[config.mk]
export PLATFORM = sky130hd
export DESIGN_NAME = bouncing_ball_sprite_overlay
export DESIGN_NICKNAME = d
export VERILOG_FILES = /design/src/sv/bbso_pkg.sv /design/src/sv/bouncing_ball_sprite_overlay.sv /design/src/sv/bbso_regs.sv /design/src/sv/bbso_ctrl.sv /design/src/sv/bbso_path.sv
export SDC_FILE = /design/constraint.sdc
export NUM_CORES = 2
export LEC_CHECK = 0
export ABC_AREA = 1
export BUFFER_PORTS_ARGS = -buffer_cell sky130_fd_sc_hd__buf_4
export CAP_MARGIN = 25
export CORE_MARGIN = 5
export CORE_UTILIZATION = 60
export CTS_CLUSTER_SIZE = 40
export DETAILED_ROUTE_END_ITERATION = 8
export MAX_ROUTING_LAYER = met4
export PLACE_DENSITY = 0.86
export SETUP_SLACK_MARGIN = 0.5
export SYNTH_ARGS = -nofsm -noshare
export SYNTH_HDL_FRONTEND = slang
export SYNTH_SLANG_ARGS = --single-unit
[constraint.sdc]
create_clock -name i_clk -period 8.04 [get_ports i_clk]
set_clock_uncertainty 0.2 [all_clocks]
set_input_delay 0.804 -clock i_clk [delete_from_list [all_inputs] [get_ports i_clk]]
set_output_delay 0.804 -clock i_clk [all_outputs]
set_load 0.02 [all_outputs]
[src/sv/bbso_pkg.sv]
// shared types and constants of the bouncing ball sprite overlay
// used by every module of the block, no dependencies
package bbso_pkg;

    // register and field widths
    localparam int DIM_W        = 12;
    localparam int SIZE_W       = 10;
    localparam int OFFS_W       = 15;
    localparam int DATA_W       = 32;
    localparam int TIME_W       = 31;
    localparam int CORNER_OUT_W = 11;
    localparam int ADDR_W       = 5;
    localparam int REG_IDX_W    = 3;

    // time divide and position modulo
    localparam int DIVISOR     = 10;
    // divide by ten as a multiply by the reciprocal of ten scaled by 2^35, rounded up
    localparam int RECIP_W     = 32;
    localparam logic [RECIP_W-1:0] DIV_RECIP = 32'hCCCC_CCCD;
    localparam int DIV_SHIFT   = 35;
    localparam int PROD_W      = TIME_W + RECIP_W;
    localparam int QUOT_W      = TIME_W - 3;
    localparam int SUM_W       = QUOT_W + 1;
    localparam int MOD_W       = DIM_W + 1;
    localparam int MOD_STEPS   = SUM_W;
    localparam int CNT_W       = $clog2(MOD_STEPS);

    // circle test
    localparam int RAD_W = SIZE_W - 1;
    localparam int DX_W  = SIZE_W + 1;
    localparam int SQ_W  = 2 * SIZE_W;
    localparam int RR_W  = 2 * RAD_W;

    // register map
    localparam logic [REG_IDX_W-1:0] REG_IMAGE_WIDTH  = 3'd0;
    localparam logic [REG_IDX_W-1:0] REG_IMAGE_HEIGHT = 3'd1;
    localparam logic [REG_IDX_W-1:0] REG_BALL_SIZE    = 3'd2;
    localparam logic [REG_IDX_W-1:0] REG_OFFSET_X     = 3'd3;
    localparam logic [REG_IDX_W-1:0] REG_OFFSET_Y     = 3'd4;
    localparam logic [REG_IDX_W-1:0] REG_BALL_COLOR   = 3'd5;

    localparam logic [DIM_W-1:0]  RST_IMAGE_WIDTH  = 12'd320;
    localparam logic [DIM_W-1:0]  RST_IMAGE_HEIGHT = 12'd240;
    localparam logic [SIZE_W-1:0] RST_BALL_SIZE    = 10'd10;
    localparam logic [OFFS_W-1:0] RST_OFFSET       = 15'd0;
    localparam logic [DATA_W-1:0] RST_BALL_COLOR   = 32'hFFFF_FFFF;

    // operation and result codes
    localparam logic OP_FRAME   = 1'b0;
    localparam logic OP_PIXEL   = 1'b1;
    localparam logic KIND_FRAME = 1'b0;
    localparam logic KIND_PIXEL = 1'b1;

    typedef struct packed {
        logic [DIM_W-1:0]  image_width;
        logic [DIM_W-1:0]  image_height;
        logic [SIZE_W-1:0] ball_size;
        logic [OFFS_W-1:0] offset_x;
        logic [OFFS_W-1:0] offset_y;
        logic [DATA_W-1:0] ball_color;
    } t_cfg;

    typedef struct packed {
        logic load_time;
        logic div_step;
        logic mod_load;
        logic mod_step;
        logic fold;
        logic emit;
        logic take_pixel;
    } t_cmd;

    typedef struct packed {
        logic s1_free;
    } t_status;

endpackage

[src/sv/bouncing_ball_sprite_overlay.sv]
// top level of the bouncing ball sprite overlay
// depends on bbso_pkg, bbso_regs, bbso_ctrl and bbso_path
//
// Paints a round ball over a raster stream. Input beats are either a frame beat
// (operation 0, carries time_ms) or a pixel beat (operation 1, carries the
// background pixel at the current raster position). Every input beat yields
// exactly one output beat, in order. Pixel beats flow one per clock, while the
// first stage has room, through a three-register pipeline (square test and
// centre offsets, squares, compare and colour select), each result passing
// through them in order; the pipeline keeps filling while a finished result
// waits under i_stall. A frame beat occupies the block from its acceptance
// through one divide by ten done as a multiply by its reciprocal, one add of
// the axis offsets, a bit-serial modulo by twice the free span on both axes at
// once (29 steps), a fold and the hand-over of the frame result to the
// pipeline; o_stall stays high meanwhile, longer if the pipeline is full. The
// frame beat also restarts the raster at row 0, column 0, and its result
// carries the new ball corner.
// Registers sit on an apb port at byte address 4*index: image_width,
// image_height, ball_size, offset_x, offset_y, ball_color; write them only while
// no beat is in flight. MAX_DIM bounds corner and raster counters, PIXEL_BYTES
// sets how many low bytes of a pixel are kept.
module bouncing_ball_sprite_overlay #(
    parameter int MAX_DIM     = 2048,
    parameter int PIXEL_BYTES = 4
) (
    input  logic                                 i_clk,
    input  logic                                 i_rst_n,
    // input channel
    input  logic                                 i_valid,
    output logic                                 o_stall,
    input  logic                                 i_operation,
    input  logic [bbso_pkg::TIME_W-1:0]          i_time_ms,
    input  logic [bbso_pkg::DATA_W-1:0]          i_background_pixel,
    // output channel
    output logic                                 o_valid,
    input  logic                                 i_stall,
    output logic                                 o_result_kind,
    output logic [bbso_pkg::DATA_W-1:0]          o_pixel_value,
    output logic                                 o_on_ball,
    output logic [bbso_pkg::CORNER_OUT_W-1:0]    o_ball_left,
    output logic [bbso_pkg::CORNER_OUT_W-1:0]    o_ball_top,
    // register port
    input  logic                                 psel,
    input  logic                                 penable,
    input  logic                                 pwrite,
    input  logic [bbso_pkg::ADDR_W-1:0]          paddr,
    input  logic [bbso_pkg::DATA_W-1:0]          pwdata,
    output logic [bbso_pkg::DATA_W-1:0]          prdata,
    output logic                                 pready
);

    bbso_pkg::t_cfg    cfg;
    bbso_pkg::t_cmd    cmd;
    bbso_pkg::t_status status;

    // configuration registers
    bbso_regs u_regs (
        .i_clk   (i_clk),
        .i_rst_n (i_rst_n),
        .psel    (psel),
        .penable (penable),
        .pwrite  (pwrite),
        .paddr   (paddr),
        .pwdata  (pwdata),
        .prdata  (prdata),
        .pready  (pready),
        .o_cfg   (cfg)
    );

    // handshake and frame sequencing
    bbso_ctrl u_ctrl (
        .i_clk       (i_clk),
        .i_rst_n     (i_rst_n),
        .i_valid     (i_valid),
        .i_operation (i_operation),
        .o_stall     (o_stall),
        .i_status    (status),
        .o_cmd       (cmd)
    );

    // arithmetic, counters and pixel pipeline
    bbso_path #(
        .MAX_DIM     (MAX_DIM),
        .PIXEL_BYTES (PIXEL_BYTES)
    ) u_path (
        .i_clk              (i_clk),
        .i_rst_n            (i_rst_n),
        .i_cfg              (cfg),
        .i_cmd              (cmd),
        .o_status           (status),
        .i_time_ms          (i_time_ms),
        .i_background_pixel (i_background_pixel),
        .i_stall            (i_stall),
        .o_valid            (o_valid),
        .o_result_kind      (o_result_kind),
        .o_pixel_value      (o_pixel_value),
        .o_on_ball          (o_on_ball),
        .o_ball_left        (o_ball_left),
        .o_ball_top         (o_ball_top)
    );

endmodule

[src/sv/bbso_regs.sv]
// apb register file of the bouncing ball sprite overlay
// depends on bbso_pkg for the register map and the t_cfg type
module bbso_regs (
    input  logic                          i_clk,
    input  logic                          i_rst_n,
    input  logic                          psel,
    input  logic                          penable,
    input  logic                          pwrite,
    input  logic [bbso_pkg::ADDR_W-1:0]   paddr,
    input  logic [bbso_pkg::DATA_W-1:0]   pwdata,
    output logic [bbso_pkg::DATA_W-1:0]   prdata,
    output logic                          pready,
    output bbso_pkg::t_cfg                o_cfg
);

    bbso_pkg::t_cfg                       r_cfg;
    logic [bbso_pkg::REG_IDX_W-1:0]       reg_idx;
    logic                                 wr_en;

    assign reg_idx = paddr[bbso_pkg::ADDR_W-1:2];
    assign wr_en   = psel && penable && pwrite;
    assign pready  = 1'b1;
    assign o_cfg   = r_cfg;

    always_ff @(posedge i_clk) begin
        if (!i_rst_n) begin
            r_cfg.image_width  <= bbso_pkg::RST_IMAGE_WIDTH;
            r_cfg.image_height <= bbso_pkg::RST_IMAGE_HEIGHT;
            r_cfg.ball_size    <= bbso_pkg::RST_BALL_SIZE;
            r_cfg.offset_x     <= bbso_pkg::RST_OFFSET;
            r_cfg.offset_y     <= bbso_pkg::RST_OFFSET;
            r_cfg.ball_color   <= bbso_pkg::RST_BALL_COLOR;
        end else if (wr_en) begin
            unique case (reg_idx)
                bbso_pkg::REG_IMAGE_WIDTH: begin
                    r_cfg.image_width <= pwdata[bbso_pkg::DIM_W-1:0];
                end
                bbso_pkg::REG_IMAGE_HEIGHT: begin
                    r_cfg.image_height <= pwdata[bbso_pkg::DIM_W-1:0];
                end
                bbso_pkg::REG_BALL_SIZE: begin
                    r_cfg.ball_size <= pwdata[bbso_pkg::SIZE_W-1:0];
                end
                bbso_pkg::REG_OFFSET_X: begin
                    r_cfg.offset_x <= pwdata[bbso_pkg::OFFS_W-1:0];
                end
                bbso_pkg::REG_OFFSET_Y: begin
                    r_cfg.offset_y <= pwdata[bbso_pkg::OFFS_W-1:0];
                end
                bbso_pkg::REG_BALL_COLOR: begin
                    r_cfg.ball_color <= pwdata;
                end
                default: begin
                end
            endcase
        end
    end

    // read mux, unmapped addresses read zero
    always_comb begin
        unique case (reg_idx)
            bbso_pkg::REG_IMAGE_WIDTH:  prdata = bbso_pkg::DATA_W'(r_cfg.image_width);
            bbso_pkg::REG_IMAGE_HEIGHT: prdata = bbso_pkg::DATA_W'(r_cfg.image_height);
            bbso_pkg::REG_BALL_SIZE:    prdata = bbso_pkg::DATA_W'(r_cfg.ball_size);
            bbso_pkg::REG_OFFSET_X:     prdata = bbso_pkg::DATA_W'(r_cfg.offset_x);
            bbso_pkg::REG_OFFSET_Y:     prdata = bbso_pkg::DATA_W'(r_cfg.offset_y);
            bbso_pkg::REG_BALL_COLOR:   prdata = r_cfg.ball_color;
            default:                    prdata = '0;
        endcase
    end

endmodule

[src/sv/bbso_ctrl.sv]
// controller of the bouncing ball sprite overlay: input handshake and frame sequencing
// depends on bbso_pkg for the command and status structs and the step counts
module bbso_ctrl (
    input  logic               i_clk,
    input  logic               i_rst_n,
    input  logic               i_valid,
    input  logic               i_operation,
    output logic               o_stall,
    input  bbso_pkg::t_status  i_status,
    output bbso_pkg::t_cmd     o_cmd
);

    localparam logic [2:0] ST_IDLE = 3'd0;
    localparam logic [2:0] ST_DIV  = 3'd1;
    localparam logic [2:0] ST_SUM  = 3'd2;
    localparam logic [2:0] ST_MOD  = 3'd3;
    localparam logic [2:0] ST_FOLD = 3'd4;
    localparam logic [2:0] ST_EMIT = 3'd5;

    localparam int CW = bbso_pkg::CNT_W;

    logic [2:0]    r_state, n_state;
    logic [CW-1:0] r_cnt, n_cnt;
    logic          accept;

    assign o_stall = (r_state != ST_IDLE) || !i_status.s1_free;
    assign accept  = i_valid && !o_stall;

    always_ff @(posedge i_clk) begin
        if (!i_rst_n) begin
            r_state <= ST_IDLE;
            r_cnt   <= '0;
        end else begin
            r_state <= n_state;
            r_cnt   <= n_cnt;
        end
    end

    always_comb begin
        n_state = r_state;
        n_cnt   = r_cnt;
        o_cmd   = '0;
        unique case (r_state)
            ST_IDLE: begin
                if (accept) begin
                    if (i_operation == bbso_pkg::OP_FRAME) begin
                        o_cmd.load_time = 1'b1;
                        n_state         = ST_DIV;
                    end else begin
                        o_cmd.take_pixel = 1'b1;
                    end
                end
            end
            ST_DIV: begin
                o_cmd.div_step = 1'b1;
                n_state        = ST_SUM;
            end
            ST_SUM: begin
                o_cmd.mod_load = 1'b1;
                n_cnt          = CW'(bbso_pkg::MOD_STEPS - 1);
                n_state        = ST_MOD;
            end
            ST_MOD: begin
                o_cmd.mod_step = 1'b1;
                if (r_cnt == '0) begin
                    n_state = ST_FOLD;
                end else begin
                    n_cnt = r_cnt - 1'b1;
                end
            end
            ST_FOLD: begin
                o_cmd.fold = 1'b1;
                n_state    = ST_EMIT;
            end
            ST_EMIT: begin
                if (i_status.s1_free) begin
                    o_cmd.emit = 1'b1;
                    n_state    = ST_IDLE;
                end
            end
            default: begin
                n_state = ST_IDLE;
            end
        endcase
    end

endmodule

[src/sv/bbso_path.sv]
// datapath of the bouncing ball sprite overlay: divide and modulo units, corners,
// raster counters and the pixel pipeline; depends on bbso_pkg
module bbso_path #(
    parameter int MAX_DIM     = 2048,
    parameter int PIXEL_BYTES = 4
) (
    input  logic                                 i_clk,
    input  logic                                 i_rst_n,
    input  bbso_pkg::t_cfg                       i_cfg,
    input  bbso_pkg::t_cmd                       i_cmd,
    output bbso_pkg::t_status                    o_status,
    input  logic [bbso_pkg::TIME_W-1:0]          i_time_ms,
    input  logic [bbso_pkg::DATA_W-1:0]          i_background_pixel,
    input  logic                                 i_stall,
    output logic                                 o_valid,
    output logic                                 o_result_kind,
    output logic [bbso_pkg::DATA_W-1:0]          o_pixel_value,
    output logic                                 o_on_ball,
    output logic [bbso_pkg::CORNER_OUT_W-1:0]    o_ball_left,
    output logic [bbso_pkg::CORNER_OUT_W-1:0]    o_ball_top
);

    localparam int CW    = $clog2(MAX_DIM);
    localparam int PW    = 8 * PIXEL_BYTES;
    localparam int MW    = bbso_pkg::MOD_W;
    localparam int LW    = (CW + 1 > MW) ? CW + 1 : MW;
    localparam int TW    = bbso_pkg::TIME_W;
    localparam int PRW   = bbso_pkg::PROD_W;
    localparam int SW    = bbso_pkg::SUM_W;
    localparam int QW    = bbso_pkg::QUOT_W;
    localparam int DW    = bbso_pkg::DIM_W;
    localparam int ZW    = bbso_pkg::SIZE_W;
    localparam int AW    = bbso_pkg::RAD_W;
    localparam int XW    = bbso_pkg::DX_W;
    localparam int QSW   = bbso_pkg::SQ_W;
    localparam int RRW   = bbso_pkg::RR_W;

    // one restoring step of the modulo unit
    function automatic logic [MW-1:0] f_mod_rem(input logic [MW-1:0] rem,
                                                input logic          bit_in,
                                                input logic [MW-1:0] m);
        logic [MW:0] trial;
        trial = {rem, bit_in};
        if (trial >= {1'b0, m}) begin
            trial = trial - {1'b0, m};
        end
        return trial[MW-1:0];
    endfunction

    // triangle fold and saturation of one axis
    function automatic logic [CW-1:0] f_fold(input logic [MW-1:0] rem,
                                             input logic [DW-1:0] span,
                                             input logic          ok);
        logic [MW-1:0] p;
        p = rem;
        if (p > MW'(span)) begin
            p = {span, 1'b0} - p;
        end
        if (!ok) begin
            return '0;
        end else if (LW'(p) > LW'(MAX_DIM - 1)) begin
            return CW'(MAX_DIM - 1);
        end else begin
            return CW'(p);
        end
    endfunction

    // frame position units
    logic [TW-1:0]  r_dvd;
    logic [PRW-1:0] div_prod;
    logic [SW-1:0]  r_sumx, r_sumy;
    logic [MW-1:0]  r_remx, r_remy;
    logic [DW-1:0]  r_spanx, r_spany;
    logic           r_okx, r_oky;

    // ball corner and raster position
    logic [CW-1:0]  r_cx, r_cy, r_col, r_row;
    logic [LW-1:0]  col_inc, row_inc, lim_w, lim_h;

    // pixel pipeline
    logic                  free_o, free2, free1;
    logic                  r_v1, r_v2, r_vo;
    logic                  r_kind1, r_kind2, r_okind;
    logic [PW-1:0]         r_pix1, r_pix2, r_opix;
    logic                  r_in1, r_in2, r_ohit;
    logic [CW-1:0]         r_cx1, r_cy1, r_cx2, r_cy2, r_ocx, r_ocy;
    logic signed [XW-1:0]  r_dx1, r_dy1;
    logic [AW-1:0]         r_rad1;
    logic [QSW-1:0]        r_sqx2, r_sqy2;
    logic [RRW-1:0]        r_rr2;

    logic [LW-1:0]          relc, relr;
    logic                   in_sq;
    logic signed [XW-1:0]   dx, dy;
    logic [AW-1:0]          rad;
    logic signed [2*XW-1:0] prodx, prody;
    logic [QSW:0]           dist2;
    logic                   hit;

    // divide by ten, one multiply by the reciprocal, quotient in the top bits
    assign div_prod = PRW'(r_dvd) * PRW'(bbso_pkg::DIV_RECIP);

    // raster wrap limits
    assign col_inc = LW'(r_col) + LW'(1'b1);
    assign row_inc = LW'(r_row) + LW'(1'b1);
    assign lim_w   = (LW'(i_cfg.image_width) < LW'(MAX_DIM)) ? LW'(i_cfg.image_width)
                                                               : LW'(MAX_DIM);
    assign lim_h   = (LW'(i_cfg.image_height) < LW'(MAX_DIM)) ? LW'(i_cfg.image_height)
                                                                : LW'(MAX_DIM);

    // square test and offsets from the ball centre
    assign relc  = LW'(r_col) - LW'(r_cx);
    assign relr  = LW'(r_row) - LW'(r_cy);
    assign in_sq = (r_col >= r_cx) && (r_row >= r_cy) &&
                   (relc < LW'(i_cfg.ball_size)) && (relr < LW'(i_cfg.ball_size));
    assign rad   = i_cfg.ball_size[ZW-1:1];
    assign dx    = $signed({1'b0, relc[ZW-1:0]}) - $signed(XW'(rad));
    assign dy    = $signed({1'b0, relr[ZW-1:0]}) - $signed(XW'(rad));

    assign prodx = r_dx1 * r_dx1;
    assign prody = r_dy1 * r_dy1;
    assign dist2 = {1'b0, r_sqx2} + {1'b0, r_sqy2};
    assign hit   = r_in2 && (dist2 < (QSW + 1)'(r_rr2));

    // stage enables, a stage moves when the one after it has room
    assign free_o = !r_vo || !i_stall;
    assign free2  = !r_v2 || free_o;
    assign free1  = !r_v1 || free2;
    assign o_status.s1_free = free1;

    always_ff @(posedge i_clk) begin
        if (!i_rst_n) begin
            r_cx  <= '0;
            r_cy  <= '0;
            r_col <= '0;
            r_row <= '0;
            r_v1  <= 1'b0;
            r_v2  <= 1'b0;
            r_vo  <= 1'b0;
        end else begin
            if (i_cmd.fold) begin
                r_cx  <= f_fold(r_remx, r_spanx, r_okx);
                r_cy  <= f_fold(r_remy, r_spany, r_oky);
                r_col <= '0;
                r_row <= '0;
            end else if (i_cmd.take_pixel) begin
                if (col_inc >= lim_w) begin
                    r_col <= '0;
                    r_row <= (row_inc >= lim_h) ? '0 : CW'(row_inc);
                end else begin
                    r_col <= CW'(col_inc);
                end
            end
            if (free1) begin
                r_v1 <= i_cmd.take_pixel || i_cmd.emit;
            end
            if (free2) begin
                r_v2 <= r_v1;
            end
            if (free_o) begin
                r_vo <= r_v2;
            end
        end
    end

    // frame position units
    always_ff @(posedge i_clk) begin
        if (i_cmd.load_time) begin
            r_dvd <= i_time_ms;
        end else if (i_cmd.div_step) begin
            r_dvd <= TW'(div_prod[bbso_pkg::DIV_SHIFT +: QW]);
        end
        if (i_cmd.mod_load) begin
            r_sumx  <= SW'(r_dvd[QW-1:0]) + SW'(i_cfg.offset_x);
            r_sumy  <= SW'(r_dvd[QW-1:0]) + SW'(i_cfg.offset_y);
            r_remx  <= '0;
            r_remy  <= '0;
            r_okx   <= i_cfg.image_width > DW'(i_cfg.ball_size);
            r_oky   <= i_cfg.image_height > DW'(i_cfg.ball_size);
            r_spanx <= i_cfg.image_width - DW'(i_cfg.ball_size);
            r_spany <= i_cfg.image_height - DW'(i_cfg.ball_size);
        end else if (i_cmd.mod_step) begin
            r_sumx <= {r_sumx[SW-2:0], 1'b0};
            r_sumy <= {r_sumy[SW-2:0], 1'b0};
            r_remx <= f_mod_rem(r_remx, r_sumx[SW-1], {r_spanx, 1'b0});
            r_remy <= f_mod_rem(r_remy, r_sumy[SW-1], {r_spany, 1'b0});
        end
    end

    // pipeline payload
    always_ff @(posedge i_clk) begin
        if (free1) begin
            r_cx1   <= r_cx;
            r_cy1   <= r_cy;
            r_dx1   <= dx;
            r_dy1   <= dy;
            r_rad1  <= rad;
            if (i_cmd.emit) begin
                r_kind1 <= bbso_pkg::KIND_FRAME;
                r_pix1  <= '0;
                r_in1   <= 1'b0;
            end else begin
                r_kind1 <= bbso_pkg::KIND_PIXEL;
                r_pix1  <= PW'(i_background_pixel);
                r_in1   <= in_sq;
            end
        end
        if (free2) begin
            r_kind2 <= r_kind1;
            r_pix2  <= r_pix1;
            r_in2   <= r_in1;
            r_cx2   <= r_cx1;
            r_cy2   <= r_cy1;
            r_sqx2  <= QSW'(prodx);
            r_sqy2  <= QSW'(prody);
            r_rr2   <= r_rad1 * r_rad1;
        end
        if (free_o) begin
            r_okind <= r_kind2;
            r_ohit  <= hit;
            r_opix  <= hit ? PW'(i_cfg.ball_color) : r_pix2;
            r_ocx   <= r_cx2;
            r_ocy   <= r_cy2;
        end
    end

    assign o_valid       = r_vo;
    assign o_result_kind = r_okind;
    assign o_pixel_value = bbso_pkg::DATA_W'(r_opix);
    assign o_on_ball     = r_ohit;
    assign o_ball_left   = bbso_pkg::CORNER_OUT_W'(r_ocx);
    assign o_ball_top    = bbso_pkg::CORNER_OUT_W'(r_ocy);

endmodule

==> results.md <==
* Post-synth top flop: edfxtp_1
* CTS sink cnt at 546
* Max transition margin at 0.294
* Row cnt at 110
* Setup TNS at 0 ns
* WS Path Type: reg -> reg
* Setup-failing EPs final at 0
* Post-Route WL at 157,000 µm
* Final Hold Vio Count at 0
* Post-synth cell types at 60
* Residual DRC at 0
* Number of flops mapped to enable cells by yosys at ~370
* Synth Area per Inst at approximately 8.1 µm²
* Fraction of layout cells with a size suffix above 1 at 0.0613
* Fmax at roughly 140 MHz
* Sequential area share after synthesis at 0.269
* WL met2 at 76,600 µm
* Initial Utilization at 0.604
* Clock buffer count from CTS at 66
* Total Nets Final at between 8,000 and 9,000
* Worst EP required at ~8.2 ns
* Setup crit start kind: register
* Share of the synthesized area in the top cell type at 0.204
* FFs w/ async S/R, synth at 0
* GRT Util Overall at 0.328
* Clock Latency Late Sink at 0.68 ns
* Die area at between 90,000 and 100,000 µm²
* Most common library cells after synthesis: nand2_1, inv_1, ha_1
* Mux share of post-synthesis cell area at 0
* Placed Instances at 8,010
* Main combinational cell family by area after synthesis: adder cells
* Met3 wire len at 11,300 µm
* Placer Congestion at roughly 1.0
* Clk pin slew, worst setup/hold paths at 0.06 ns
* Root Buffer: clkbuf_16
* Synth Instances at approximately 6,700
* Vias per Instance at around 5.6
* Final critical-path required period at around 7.3 ns
* CTS tree: yes
* CP max FO at 4
* Vias at about 46,000
* Period utilisation layout at 0.904
* Non-filler instance count after layout at a little over 8,000
* Core area at approximately 90,000 µm²
* Mapped Area at 54,400 µm²
* M1 WL at 57,200 µm
* RSZ-0062 raised after global routing: no
* Initial antenna violation count at 5
* Layout area overhead at 9.43%
* Count leader, synth: nand2_1
* Die Height at 311 µm
* YS warnings at 0
* Largest area contributor in the netlist: edfxtp_1
* Crit end category: register
* Final Max Slew Viols at 0
* Synth Area in XOR/XNOR at 0.0346
* Drt pass-1 iters at 9
* Max-Cap Viols at 0
* Max Used Layer: met4
* Synth Area in Compound Gates at 0.0750
* Post-DP HPWL at roughly 130,000 µm
* Port Buffers at between 150 and 200
* Synth Net Count at between 7,000 and 8,000
* Min-delay worst type: in -> reg
* Number of global-route vias before repair at between 40,000 and 50,000
* FF+latch count, synth at 546
* First-pass GRT wire length at between 200,000 and 250,000 µm
* Largest net degree at the start of global routing at 83
* Final core utilization at 0.661
* Post-Synth Adder-Cell Area at 0.319
* Synth Area in Simple Gates at 0.195
* H-Tree Depth at 3
* Routed wire per std cell at roughly 19 µm
* Arrival @ worst endpoint at ~7.4 ns
* Ports at just under 200
* Drt first-iter violations at around 4,200
* Overflow after GRT at 0
* Worst slew pin tran at 1.06 ns
* Largest cells by area after synthesis: edfxtp_1, fa_1, ha_1
* Die extent in x at around 310 µm
* Post-DRT Antenna Nets at 0
* CTS Buffer Depth at 3
* Outcome: finished, final reports clean
-- cell families (layout without fill, tap and decap cells) --
kind of cell             after synthesis  count (layout)
flip-flops                           546             546
XOR/XNOR                             213             213
AND/OR/NAND/NOR                     2590            2590
buffers and inverters               1534            1775
AO/OA/AOI/OAI                        735             735
other                                  1               7
adder cells (fa/ha/maj)             1104            1104
-- cell usage in the layout (no fill, tap or decap), drive strengths merged, types with 34 or more instances in the layout --
cell type and instances:
nor2 549, nand3 308, o21bai 34, inv 1414, a21oi 327, dfxtp 177, fa 468, clkbuf 82
edfxtp 369, nand2 1538, o21ai 266, buf 243, ha 636, nand4 66, xnor2 78, nor3 79
xor2 134
-- critical path, stage by stage, from the launching register on --
cell and delay, ns:
edfxtp_1 0.53, ha_1 0.38, ha_1 0.19, or2_2 0.34, fa_1 0.56, inv_1 0.06, fa_1 0.59, inv_1 0.13
fa_1 0.51, fa_1 0.51, inv_1 0.06, fa_1 0.55, fa_1 0.56, inv_1 0.05, ha_1 0.31, nand2_1 0.13
nor2_1 0.26, nand2_1 0.16, o21bai_1 0.22, nand3_1 0.12, nand2_1 0.11, nand3_1 0.09, nand2_1 0.05, nand3_1 0.07
nand2_1 0.20
-- area by class of cell --
type	instances	area, µm²
multi-input cells	4643	34000
fillers	7304	30500
flip-flops and latches	546	14600
inverters	1412	5300
repair buffers	243	1860
clock buffers	82	1770
well taps	1176	1470
clock inverters	38	457
diodes	6	15.0
-- worst paths after layout --
check / start / endpoint / slack (ns) / depth (start not counted)
min reg2reg: u_path.r_cy2[7]$_DFFE_PP_ / u_path.o_ball_top[7]$_DFFE_PP_ / 0.21 / 0
max: u_path.r_dvd[8]$_DFFE_PP_ / u_path.r_dvd[20]$_DFFE_PP_ / 0.77 / 24
min: pwdata[29] / u_regs.o_cfg[29]$_SDFFE_PN1P_ / 0.18 / 3
max reg2reg: u_path.r_dvd[8]$_DFFE_PP_ / u_path.r_dvd[20]$_DFFE_PP_ / 0.77 / 24
-- metal layers --
metal  track usage  up-vias
li1              -    21600
met1         0.371    21500
met2         0.554     2005
met3        0.0470      599
met4         0.198        0
met5             -        -
-- flip-flops by register name (all words and copies together), names as in the netlist, 12 cells and up --
name,count
u_regs.o_cfg,96
u_path.o_pixel_value,32
u_path.r_pix1,32
u_path.r_pix2,32
u_path.r_dvd,31
u_path.r_sumx,29
u_path.r_sumy,29
u_path.r_sqx2,19
u_path.r_sqy2,19
u_path.r_rr2,17
u_path.r_remx,13
u_path.r_remy,13
u_path.r_spanx,12
u_path.r_spany,12
-- what timing repair did --
action                     in CTS  in global routing
buffers inserted                0                  9
hold buffers                    0                  0
hold endpoints to repair        0                  0
setup endpoints to repair       0                 26
gates resized for setup         0                  8
-- metrics by stage --
| stage | hold WS (ns) | setup WS [ns] | cell area, µm² |
|---|---|---|---|
| 6_report | 0.181 | 0.769 | 59500 |
| 3_5_place_dp | 0.205 | 0.550 | 57100 |
| 4_1_cts | 0.165 | 0.519 | 59300 |
| 2_1_floorplan | 0.200 | 1.19 | 54400 |
| 3_3_place_gp | 0.200 | 0.593 | 57100 |
| 5_1_grt | 0.174 | 0.502 | 59500 |
Power is not shown: default switching activity piles up to over one toggle a cycle in this logic, so the estimate is an artifact.
